## config.mk

```make
export PLATFORM = sky130hd
export DESIGN_NAME = char_lcd_write_formatter_unit
export DESIGN_NICKNAME = d
export VERILOG_FILES = /design/src/rtl/clfmt_pkg.sv /design/src/rtl/clfmt_front.sv /design/src/rtl/clfmt_queue.sv /design/src/rtl/clfmt_back.sv /design/src/rtl/char_lcd_write_formatter_unit.sv
export SDC_FILE = /design/constraint.sdc
export NUM_CORES = 1
export LEC_CHECK = 0
export BUFFER_PORTS_ARGS = -buffer_cell sky130_fd_sc_hd__buf_2
export CORE_ASPECT_RATIO = 0.8
export CORE_MARGIN = 2
export CORE_UTILIZATION = 55
export DETAILED_ROUTE_END_ITERATION = 10
export HOLD_SLACK_MARGIN = 0.1
export MAX_ROUTING_LAYER = met4
export PLACE_DENSITY = 0.82
export RECOVER_POWER = 100
export SYNTH_ARGS = -nofsm -noshare
export SYNTH_HDL_FRONTEND = slang
export SYNTH_SLANG_ARGS = --single-unit
export TNS_END_PERCENT = 1
```

## constraint.sdc

```tcl
create_clock -name i_clk -period 19.9 [get_ports i_clk]
set_input_delay 0 -clock i_clk [delete_from_list [all_inputs] [get_ports i_clk]]
set_output_delay 0 -clock i_clk [all_outputs]
set_load 0.02 [all_outputs]
```

## src/rtl/clfmt_pkg.sv

```systemverilog
package clfmt_pkg;

    localparam int BIN_W          = 32;
    localparam int NUM_BCD        = 10;
    localparam int DEF_MAX_DIGITS = 10;
    localparam int GLYPH_ROWS     = 8;
    localparam int QUEUE_DEPTH    = 2;

    localparam logic [7:0] SET_DDRAM    = 8'h80;
    localparam logic [7:0] SET_CGRAM    = 8'h40;
    localparam logic [6:0] ROW1_OFFSET  = 7'h40;
    localparam logic [7:0] ASCII_ZERO   = 8'h30;
    localparam logic [7:0] CLEAR_RESET  = 8'h01;

    typedef enum logic [2:0] {
        OP_DATA   = 3'd0,
        OP_GOTO   = 3'd1,
        OP_NUMBER = 3'd2,
        OP_CLEAR  = 3'd3,
        OP_GLYPH  = 3'd4
    } t_opcode;

    typedef enum logic [1:0] {
        K_SINGLE = 2'd0,
        K_NUMBER = 2'd1,
        K_GLYPH  = 2'd2
    } t_kind;

    typedef enum logic [2:0] {
        ST_IDLE,
        ST_SINGLE,
        ST_CONV,
        ST_DIGIT,
        ST_GLYPH
    } t_state;

    // One classified request as it waits between front and back.
    typedef struct packed {
        t_kind             kind;
        logic              rs;
        logic [7:0]        bus_byte;
        logic              pos_valid;
        logic [BIN_W-1:0]  number;
        logic              over;
        logic [2:0]        slot;
        logic [63:0]       pattern;
    } t_cmd;

    function automatic logic [63:0] pow10(input int n);
        logic [63:0] v;
        v = 64'd1;
        for (int i = 0; i < n; i++) begin
            v = v * 64'd10;
        end
        return v;
    endfunction

endpackage

```

## src/rtl/clfmt_front.sv

```systemverilog
module clfmt_front import clfmt_pkg::*; #(
    parameter int MAX_DIGITS = DEF_MAX_DIGITS
) (
    input  logic             i_clk,
    input  logic             i_rst_n,
    input  logic             i_cfg_we,
    input  logic [7:0]       i_cfg_wdata,
    input  logic             i_accept,
    input  logic [2:0]       i_opcode,
    input  logic [7:0]       i_data_byte,
    input  logic [1:0]       i_row,
    input  logic [5:0]       i_column,
    input  logic [BIN_W-1:0] i_number,
    input  logic [2:0]       i_glyph_slot,
    input  logic [63:0]      i_pattern_rows,
    output logic             o_push,
    output t_cmd             o_cmd
);

    localparam int D_EFF = (MAX_DIGITS < NUM_BCD) ? MAX_DIGITS : NUM_BCD;
    localparam logic [63:0] LIMIT = pow10(D_EFF);

    logic [7:0] r_clear_cmd;
    logic [7:0] pos_byte;
    logic       pos_valid;
    logic       over;

    always_ff @(posedge i_clk) begin
        if (!i_rst_n) begin
            r_clear_cmd <= CLEAR_RESET;
        end else if (i_cfg_we) begin
            r_clear_cmd <= i_cfg_wdata;
        end
    end

    always_comb begin
        pos_valid = (i_row == 2'd0) || (i_row == 2'd1);
        if (i_row == 2'd1) begin
            pos_byte = SET_DDRAM | {1'b0, ROW1_OFFSET + {1'b0, i_column}};
        end else begin
            pos_byte = SET_DDRAM | {2'b00, i_column};
        end
        // Value has more digits than we print: keep all low digits, zeros too.
        if (D_EFF >= NUM_BCD) begin
            over = 1'b0;
        end else begin
            over = ({32'd0, i_number} >= LIMIT);
        end
    end

    always_comb begin
        o_cmd.kind      = K_SINGLE;
        o_cmd.rs        = 1'b0;
        o_cmd.bus_byte  = pos_byte;
        o_cmd.pos_valid = pos_valid;
        o_cmd.number    = i_number;
        o_cmd.over      = over;
        o_cmd.slot      = i_glyph_slot;
        o_cmd.pattern   = i_pattern_rows;
        o_push          = 1'b0;
        case (i_opcode)
            OP_DATA: begin
                o_cmd.rs       = 1'b1;
                o_cmd.bus_byte = i_data_byte;
                o_push         = i_accept;
            end
            OP_GOTO: begin
                o_push = i_accept && pos_valid;
            end
            OP_NUMBER: begin
                o_cmd.kind = K_NUMBER;
                o_push     = i_accept;
            end
            OP_CLEAR: begin
                o_cmd.bus_byte = r_clear_cmd;
                o_push         = i_accept;
            end
            OP_GLYPH: begin
                o_cmd.kind = K_GLYPH;
                o_push     = i_accept;
            end
            default: begin
                o_push = 1'b0;
            end
        endcase
    end

endmodule

```

## src/rtl/clfmt_queue.sv

```systemverilog
module clfmt_queue import clfmt_pkg::*; (
    input  logic i_clk,
    input  logic i_rst_n,
    input  logic i_push,
    input  t_cmd i_wdata,
    input  logic i_pop,
    output t_cmd o_rdata,
    output logic o_full,
    output logic o_empty
);

    localparam int PTR_W = (QUEUE_DEPTH > 1) ? $clog2(QUEUE_DEPTH) : 1;
    localparam int CNT_W = $clog2(QUEUE_DEPTH + 1);

    t_cmd             r_mem [QUEUE_DEPTH];
    logic [PTR_W-1:0] r_wptr;
    logic [PTR_W-1:0] r_rptr;
    logic [CNT_W-1:0] r_count;
    logic             do_push;
    logic             do_pop;

    assign o_full  = (r_count == CNT_W'(QUEUE_DEPTH));
    assign o_empty = (r_count == '0);
    assign do_push = i_push && !o_full;
    assign do_pop  = i_pop && !o_empty;
    assign o_rdata = r_mem[r_rptr];

    always_ff @(posedge i_clk) begin
        if (do_push) begin
            r_mem[r_wptr] <= i_wdata;
        end
    end

    always_ff @(posedge i_clk) begin
        if (!i_rst_n) begin
            r_wptr  <= '0;
            r_rptr  <= '0;
            r_count <= '0;
        end else begin
            if (do_push) begin
                r_wptr <= (r_wptr == PTR_W'(QUEUE_DEPTH - 1)) ? '0 : r_wptr + 1'b1;
            end
            if (do_pop) begin
                r_rptr <= (r_rptr == PTR_W'(QUEUE_DEPTH - 1)) ? '0 : r_rptr + 1'b1;
            end
            if (do_push && !do_pop) begin
                r_count <= r_count + 1'b1;
            end else if (do_pop && !do_push) begin
                r_count <= r_count - 1'b1;
            end
        end
    end

endmodule

```

## src/rtl/clfmt_back.sv

```systemverilog
module clfmt_back import clfmt_pkg::*; #(
    parameter int MAX_DIGITS = DEF_MAX_DIGITS
) (
    input  logic       i_clk,
    input  logic       i_rst_n,
    input  t_cmd       i_cmd,
    input  logic       i_q_empty,
    output logic       o_q_pop,
    input  logic       i_pop,
    output logic       o_empty,
    output logic       o_register_select,
    output logic [7:0] o_bus_byte,
    output logic       o_last_write
);

    localparam int D_EFF = (MAX_DIGITS < NUM_BCD) ? MAX_DIGITS : NUM_BCD;
    localparam int IDX_W = $clog2(NUM_BCD);
    localparam int CNT_W = $clog2(BIN_W);
    localparam int BCD_W = 4 * NUM_BCD;
    localparam logic [3:0] STEP_POS  = 4'(GLYPH_ROWS + 1);
    localparam logic [3:0] STEP_SLOT = 4'(GLYPH_ROWS + 2);

    t_state           r_state, n_state;
    t_cmd             r_cmd, n_cmd;
    logic [BIN_W-1:0] r_bin, n_bin;
    logic [BCD_W-1:0] r_bcd, n_bcd;
    logic [CNT_W-1:0] r_cnt, n_cnt;
    logic [IDX_W-1:0] r_idx, n_idx;
    logic             r_started, n_started;
    logic [3:0]       r_step, n_step;
    logic             r_out_valid, n_out_valid;
    logic             r_rs, n_rs;
    logic [7:0]       r_byte, n_byte;
    logic             r_last, n_last;

    logic             can_emit;
    logic [BCD_W-1:0] bcd_adj;
    logic [3:0]       digit;
    logic [2:0]       row_sel;

    assign o_empty           = !r_out_valid;
    assign o_register_select = r_rs;
    assign o_bus_byte        = r_byte;
    assign o_last_write      = r_last;
    assign can_emit          = !r_out_valid || i_pop;
    assign digit             = r_bcd[4*r_idx +: 4];
    assign row_sel           = 3'(r_step - 4'd1);

    always_comb begin
        for (int d = 0; d < NUM_BCD; d++) begin
            bcd_adj[4*d +: 4] = (r_bcd[4*d +: 4] >= 4'd5) ? r_bcd[4*d +: 4] + 4'd3
                                                          : r_bcd[4*d +: 4];
        end
    end

    always_ff @(posedge i_clk) begin
        if (!i_rst_n) begin
            r_state     <= ST_IDLE;
            r_out_valid <= 1'b0;
        end else begin
            r_state     <= n_state;
            r_out_valid <= n_out_valid;
        end
    end

    always_ff @(posedge i_clk) begin
        r_cmd     <= n_cmd;
        r_bin     <= n_bin;
        r_bcd     <= n_bcd;
        r_cnt     <= n_cnt;
        r_idx     <= n_idx;
        r_started <= n_started;
        r_step    <= n_step;
        r_rs      <= n_rs;
        r_byte    <= n_byte;
        r_last    <= n_last;
    end

    always_comb begin
        n_state     = r_state;
        n_cmd       = r_cmd;
        n_bin       = r_bin;
        n_bcd       = r_bcd;
        n_cnt       = r_cnt;
        n_idx       = r_idx;
        n_started   = r_started;
        n_step      = r_step;
        n_out_valid = r_out_valid && !i_pop;
        n_rs        = r_rs;
        n_byte      = r_byte;
        n_last      = r_last;
        o_q_pop     = 1'b0;
        case (r_state)
            ST_IDLE: begin
                if (!i_q_empty) begin
                    o_q_pop = 1'b1;
                    n_cmd   = i_cmd;
                    n_bin   = i_cmd.number;
                    n_bcd   = '0;
                    n_cnt   = '0;
                    n_step  = '0;
                    case (i_cmd.kind)
                        K_SINGLE: n_state = ST_SINGLE;
                        K_NUMBER: n_state = ST_CONV;
                        K_GLYPH:  n_state = ST_GLYPH;
                        default:  n_state = ST_IDLE;
                    endcase
                end
            end
            ST_SINGLE: begin
                if (can_emit) begin
                    n_out_valid = 1'b1;
                    n_rs        = r_cmd.rs;
                    n_byte      = r_cmd.bus_byte;
                    n_last      = 1'b1;
                    n_state     = ST_IDLE;
                end
            end
            ST_CONV: begin
                {n_bcd, n_bin} = {bcd_adj, r_bin} << 1;
                n_cnt          = r_cnt + 1'b1;
                if (r_cnt == CNT_W'(BIN_W - 1)) begin
                    n_idx     = IDX_W'(D_EFF - 1);
                    n_started = r_cmd.over;
                    n_state   = ST_DIGIT;
                end
            end
            ST_DIGIT: begin
                if (!r_started && digit == 4'd0 && r_idx != '0) begin
                    n_idx = r_idx - 1'b1;
                end else if (can_emit) begin
                    n_out_valid = 1'b1;
                    n_rs        = 1'b1;
                    n_byte      = ASCII_ZERO + {4'd0, digit};
                    n_last      = (r_idx == '0);
                    n_started   = 1'b1;
                    if (r_idx == '0) begin
                        n_state = ST_IDLE;
                    end else begin
                        n_idx = r_idx - 1'b1;
                    end
                end
            end
            ST_GLYPH: begin
                if (r_step == STEP_POS && !r_cmd.pos_valid) begin
                    n_step = STEP_SLOT;
                end else if (can_emit) begin
                    n_out_valid = 1'b1;
                    n_last      = 1'b0;
                    n_step      = r_step + 4'd1;
                    if (r_step == '0) begin
                        n_rs   = 1'b0;
                        n_byte = SET_CGRAM | {2'b00, r_cmd.slot, 3'b000};
                    end else if (r_step == STEP_POS) begin
                        n_rs   = 1'b0;
                        n_byte = r_cmd.bus_byte;
                    end else if (r_step == STEP_SLOT) begin
                        n_rs    = 1'b1;
                        n_byte  = {5'd0, r_cmd.slot};
                        n_last  = 1'b1;
                        n_state = ST_IDLE;
                    end else begin
                        n_rs   = 1'b1;
                        n_byte = r_cmd.pattern[8*row_sel +: 8];
                    end
                end
            end
            default: begin
                n_state = ST_IDLE;
            end
        endcase
    end

endmodule

```

## src/rtl/char_lcd_write_formatter_unit.sv

```systemverilog
// Path: the front end classifies an accepted request combinationally and pushes it into
//   the queue; the idle back end takes it into its command register, and every write
//   leaves through a registered output. A number first runs the binary-to-BCD loop, then
//   skips leading zeros before its digits are written. The back end works on one request
//   at a time while the queue holds more; low pop stalls the writes.
// Reset (i_rst_n low, synchronous): queue emptied, clear command set to 0x01.
module char_lcd_write_formatter_unit import clfmt_pkg::*; #(
    parameter int MAX_DIGITS = DEF_MAX_DIGITS
) (
    input  logic             i_clk,
    input  logic             i_rst_n,
    input  logic             i_cfg_we,
    input  logic [7:0]       i_cfg_wdata,
    input  logic             push,
    output logic             full,
    input  logic [2:0]       i_opcode,
    input  logic [7:0]       i_data_byte,
    input  logic [1:0]       i_row,
    input  logic [5:0]       i_column,
    input  logic [BIN_W-1:0] i_number,
    input  logic [2:0]       i_glyph_slot,
    input  logic [63:0]      i_pattern_rows,
    output logic             empty,
    input  logic             pop,
    output logic             o_register_select,
    output logic [7:0]       o_bus_byte,
    output logic             o_last_write
);

    logic q_push;
    logic q_pop;
    logic q_full;
    logic q_empty;
    t_cmd q_wdata;
    t_cmd q_rdata;

    assign full = q_full;

    clfmt_front #(.MAX_DIGITS(MAX_DIGITS)) u_front (
        .i_clk          (i_clk),
        .i_rst_n        (i_rst_n),
        .i_cfg_we       (i_cfg_we),
        .i_cfg_wdata    (i_cfg_wdata),
        .i_accept       (push && !q_full),
        .i_opcode       (i_opcode),
        .i_data_byte    (i_data_byte),
        .i_row          (i_row),
        .i_column       (i_column),
        .i_number       (i_number),
        .i_glyph_slot   (i_glyph_slot),
        .i_pattern_rows (i_pattern_rows),
        .o_push         (q_push),
        .o_cmd          (q_wdata)
    );

    clfmt_queue u_queue (
        .i_clk   (i_clk),
        .i_rst_n (i_rst_n),
        .i_push  (q_push),
        .i_wdata (q_wdata),
        .i_pop   (q_pop),
        .o_rdata (q_rdata),
        .o_full  (q_full),
        .o_empty (q_empty)
    );

    clfmt_back #(.MAX_DIGITS(MAX_DIGITS)) u_back (
        .i_clk             (i_clk),
        .i_rst_n           (i_rst_n),
        .i_cmd             (q_rdata),
        .i_q_empty         (q_empty),
        .o_q_pop           (q_pop),
        .i_pop             (pop),
        .o_empty           (empty),
        .o_register_select (o_register_select),
        .o_bus_byte        (o_bus_byte),
        .o_last_write      (o_last_write)
    );

    a_queue_push_legal: assert property (@(posedge i_clk) disable iff (!i_rst_n)
        q_push |-> (push && !full))
        else $error("queue written without an accepted request");

    a_queue_pop_frees: assert property (@(posedge i_clk) disable iff (!i_rst_n)
        (q_pop && !q_empty) |=> !q_full)
        else $error("queue still full after a request moved to the back end");

    a_queue_pop_nonempty: assert property (@(posedge i_clk) disable iff (!i_rst_n)
        q_pop |-> !q_empty)
        else $error("back end took a request from an empty queue");

    a_reset_empty: assert property (@(posedge i_clk)
        !i_rst_n |=> (empty && !full))
        else $error("results pending after reset");

endmodule
```

== Yosys cells after proc, flatten, opt, wreduce, memory -nomap -nowiden ==
Memory sizes are Yosys's and may differ from the RTL's. A register that Yosys moved wholly into a read port is not among the register bits.
Index checks and enable logic that the tools add are counted.
Operators by class
  add/subtract/negate cells: 20
  magnitude comparators: 10
  equal/unequal tests: 29
  shift-type cells: 2
  mux-type cells: 84
  bitwise operators: 1
  reductions and logical operators: 42
Operators with widths (count)
  $pmux 40 s2: 1
  $mux 4: 16
  $mux 8: 8
  $pmux 32 s2: 1
  $shiftx 64x7->8: 1
  $ge 4x3->1 const B: 10
  $mux 40: 1
  $shiftx 40x7->4: 1
  $add 4x2->4 const B: 9
  $mux 3: 12
  $mux 32: 1
  $mux 1: 27
  $pmux 8 s3: 1
  $pmux 4 s2: 2
  $pmux 8 s2: 1
  $pmux 3 s5: 1
  $eq 3x2->1 const B: 4
  $logic_not 4->1: 3
  $ne 2x1->1 const B: 6
  $reduce_and 11->1: 1
  $logic_and 1x1->1: 10
  $ne 2x2->1 const B: 5
  $pmux 5 s2: 1
  $pmux 1 s3: 3
  37 further kinds: 62
Word-level totals
  flip-flop bits (word level): 190
  memory bits (writable): 222
  bits of input ports: 131
  output and inout bits: 12
  word-level logic and storage cells: 210
  memories kept: 1
Memories
  u_queue.r_mem: words 2, width 111, read ports 1, clocked after Yosys merged registers in 1, wr ports 1, line clfmt_queue.sv:15  | t_cmd r_mem [QUEUE_DEPTH];

== Longest topological paths before layout ==
  word-level depth: 10
  gate-level depth with buffers: 11
  mapped depth without buffers: 8

== By module ==
From an unflattened synthesis, not the netlist that was laid out.
Second synthesis, totals
  cell total of the unflattened synthesis: 1225
  area, all modules: 18261.3 µm²
Modules (own cells, without submodules)
  clfmt_back: times used 1, cells an instance 676, area an instance 8484.4 µm², seq. area each 5305.1 µm²
  clfmt_queue: times used 1, cells an instance 373, area an instance 8311.7 µm², seq. area each 6826.5 µm²
  clfmt_front: times used 1, cells an instance 175, area an instance 1451.4 µm², seq. area each 160.2 µm²
  char_lcd_write_formatter_unit: times used 1, cells an instance 1, area an instance 13.8 µm², seq. area each 0.0 µm²

== Least setup slack after synthesis ==
OpenSTA, ideal clock, no wires.
  path type: flip-flop to flip-flop
  from: register u_queue.r_count[0]
  to: memory u_queue.r_mem[0][0] (netlist bit) (enable)
  library setup time: 0.596 ns
  arrival: 5.732 ns
  required time: 19.304 ns
  slack: 13.572 ns
  stages on the path, launching flop included: 4
  buffers on the path: 0
  clock period less this slack: 6.328 ns
  path through: dfxtp_1 nor2b_1 and3b_1 nor2b_1
On the way
  longest elaborated chain between the ends: 8
RTL lines
  start, declared: line clfmt_queue.sv:18  | logic [CNT_W-1:0] r_count;
  start signal, assigned: line clfmt_queue.sv:47  | r_count <= r_count + 1'b1;
  start signal, assigned: line clfmt_queue.sv:49  | r_count <= r_count - 1'b1;
  $eq 2x2->1 *: line clfmt_queue.sv:22  | assign o_full = (r_count == CNT_W'(QUEUE_DEPTH));
  named net full: line char_lcd_write_formatter_unit.sv:15  | output logic full,
  $logic_not 1->1 *: line clfmt_queue.sv:24, char_lcd_write_formatter_unit.sv:44
  $logic_and 1x1->1: line char_lcd_write_formatter_unit.sv:44  | .i_accept (push && !q_full),
  $logic_and 1x1->1: line clfmt_front.sv:68  | o_push = i_accept && pos_valid;
  $pmux 1 s2: line clfmt_front.sv:61  | case (i_opcode)
  $logic_and 1x1->1 *: line clfmt_queue.sv:24  | assign do_push = i_push && !o_full;
  named net u_queue.do_push: line clfmt_queue.sv:19  | logic do_push;
  $mux 1 *: line clfmt_queue.sv:29  | if (do_push) begin
  $mux 1 (not written as such) *: line clfmt_queue.sv:30  | r_mem[r_wptr] <= i_wdata;
  end, declared: line clfmt_queue.sv:15
The timed path passes the listed nets; every way through them passes the cells marked *.

== Worst setup path after layout ==
  from: input port i_opcode[0]
  to: memory u_queue.r_mem[0][57] (netlist bit) (enable)
On the way
  longest elaborated chain between the ends: 6
  elaborated cells between the ends (all ways): 10
  those cells by class: 4 x eq/ne; 3 x mux; 3 x reduce/logical
RTL lines
  start, declared: line char_lcd_write_formatter_unit.sv:16  | input logic [2:0] i_opcode,
  $eq 3x2->1 (tied with other cells): line clfmt_front.sv:61
  $reduce_or 4->1 (no source line)
  $pmux 1 s2 *: line clfmt_front.sv:61
  $logic_and 1x1->1 *: line clfmt_queue.sv:24
  named net u_queue.do_push: line clfmt_queue.sv:19
  $mux 1 *: line clfmt_queue.sv:29
  $mux 1 (not written as such) *: line clfmt_queue.sv:30
Marks and branches as above.

==> reports/metrics.cfg <==
[status]
status=finished, violations left
violations=capacitance limit, slew limit

[critical_path]
path_cells=dlygate4sd3_1 -> clkbuf_1 -> o21ai_0 -> and3b_1 -> nor2b_1 -> clkbuf_1 -> clkbuf_1
critical_path.max_fanout=56
cpPeakStageDelay_ns=2.39
crit_type=input port to register
crit_path_start_kind=input port
cp_top_family=buffers and inverters
required_ns=19.98
crit_top_cell=clkbuf_1
crit_buf_inv=4
cp-end-kind=register
cpMaxStageDelayCell=clkbuf_1
arrival_ns=7.41

[timing]
fmax_mhz=136
relSlewSlack_pct=-213
fin_setup_tns_ns=0
setup_viol=0
slew_violations=548
post-route-period-util_pct=36.8
min_period_ns=7.33
rsz0062_at_grt=false
fin_skew_ns=0.0138
worst_slew_pin_slew_ns=4.70
hold_viol_final=0

[logic_synthesis]
synth-main-ff-cell=edfxtp_1
synth_nets=1245
netlist_instances=1084
synth_top_area_share_pct=69.5
synth-seq-area-share_pct=71.5
synth_top_cell_by_area=edfxtp_1
synth_edf_count=395
synthTopCellsByArea=edfxtp_1, mux2_2, mux2i_1, mux4_2, ha_1
syn_area_per_cell_um2=15.7
synth_seq_cells=412
synthArstFlopShare_pct=0
ys.warnings.count=0
synth_cell_types=55
netlist_area_um2=17100

[floorplan]
row_count=57
fp.dieH_um=162
io_pins=143
initial_core_util_pct=56.1
die_area_um2=32500
fp.coreArea_um2=30500
die_w_um=201

[clocking]
clk_pin_slew_ns=0.06
holdBufCountCts=142
cts_sinks=412
htreeDepth=2
cts_root_buffer=clkbuf_16
cts_buffer_depth=3
cts_resized=0
cts_buffers=40
cts_tree=yes
cts_setup_buffers=0
insertion_delay_ns=0.55

[global_route]
grt_max_degree=81
first_global_vias=10300
track_usage_pct=23.7
antenna_found_initial=0
grt_pass1_wl_mm=57.4
grt-ovfl-total=0

[finish]
drive_gt1_share_pct=13.5
final_common_cell=edfxtp_1
area_delta_synth_final_pct=21.6
fin_nets=1535
diodes=0
final_cell_mix=edfxtp_1, dlygate4sd3_1, clkbuf_1
fillers=2014
fin_area_um2=20800

[run]
maxCapViolations=10

[route]
route.detailed.drc=0
wire_per_inst_um=20.5
drt-vias-per-instance=5.58
wl_mm=37.2
num_vias=10200
ant_nets=0
drt_iter0_markers=842
first_pass_iters=5

[placed_design]
io_buffers=142
finalWeightedCongestion=0.905
post-dp-hpwl_mm=21.6
placed_area_um2=18200

[pwr]
p_leak_nw=7.12
peakVddDrop_v=0.000104
power_density_nw_per_um2=145

[hold_path]
hp-class=input port to register

[per-layer routing]
metal | global-route usage (%) | part of all wire [%]
met5 | - | 0
met4 | 7.34 | 2.6
met3 | 3.29 | 5.7
met2 | 38.8 | 49
met1 | 31.2 | 42
[sequential cells by signal, indices dropped and copies added, names as in the netlist, 3 cells and up, named ones only]
name                 flops
u_back.o_bus_byte        8
u_queue.r_mem          222
u_back.r_step            4
u_back.r_cnt             5
u_front.r_clear_cmd      8
u_back.r_bcd            40
u_back.r_idx             4
u_back.r_cmd            77
u_back.r_bin            32
u_back.r_state           3
[power by group]
part           switching, mW  total (mW)  internal [mW]
combinational          0.429       0.749          0.320
clock                  0.323       0.789          0.466
sequential             0.166        1.47           1.30
total                  0.917        3.01           2.09
[synthesized netlist by cell type, types with 2 or more instances]
library cell,count
nand2_1,80
nor2b_1,14
o221ai_1,3
a21boi_0,2
nand3_1,6
nand2b_1,12
nor2_1,68
inv_1,29
clkbuf_1,30
o21ai_0,60
o22ai_2,2
mux4_2,19
nor3_1,15
xor2_1,12
buf_2,6
o31ai_1,2
mux2_2,79
o211ai_1,2
a21oi_1,46
o21ai_1,3
dfxtp_1,17
nor3b_1,4
clkinv_1,2
ha_1,30
o22ai_1,15
mux2i_1,67
xnor2_1,16
and2_1,7
buf_1,4
o21a_1,3
a221o_1,3
buf_6,2
and3_1,7
edfxtp_1,395
or3_1,2
[worst register-to-register path: cells and delay by family (launching register included)]
family | cells | cell delay [ns]
buffers and inverters | 2 | 3.82
and+or+nand+nor | 3 | 2.29
DFF | 1 | 0.41
[per-stage QoR]
step | hold WS (ns) | std cells | power, mW | setup WS, ns | utilization, %
after detailed placement | 0.191 | 1603 | 2.18 | 16.49 | 59.7
after global routing | 0.166 | 1818 | 3.14 | 11.91 | 68.2
after global placement | 0.188 | 1603 | 2.14 | 16.64 | 59.7
final | 0.174 | 1818 | 3.01 | 12.57 | 68.2
after floorplan | 0.0989 | 1084 | 1.94 | 13.57 | -
after CTS | 0.106 | 1818 | 2.98 | 16.51 | 68.8
[path summary, 6_finish.rpt]
check	from	to	slack (ns)	cells past startpoint
worst min-delay path	i_data_byte[5]	u_queue.r_mem[0][105]	0.17	5
worst max-delay path	i_opcode[0]	u_queue.r_mem[0][57]	12.57	7
worst min register to register	u_back.r_bin[8]	u_back.r_bin[9]	0.52	2
worst max register to register	u_queue.r_count[0]	u_queue.r_mem[0][57]	12.86	5
[cells by family (layout without fill, tap and decap cells)]
kind of cell               Yosys count  after routing  share of synthesized area (%)
buffers and inverters               74            395                           1.85
muxes                              166            166                           11.7
adders and majority gates           30             30                           2.20
AOI/OAI and AO/OA                  152            152                           5.23
DFF                                412            412                           71.5
and+or+nand+nor                    221            221                           5.97
xor gates and xnor gates            29             29                           1.53
[cell type report]
type	instances	area, um2	share of cell area [%]
multi-input cells	598	4530	21.8
clock buffers	50	1080	5.21
clock inverters	23	284	1.37
repair buffers	291	2040	9.80
well taps	413	517	2.49
inverters	31	116	0.560
flip-flops and latches	412	12200	58.8
Note: power is estimated with default switching activity, not from simulation.
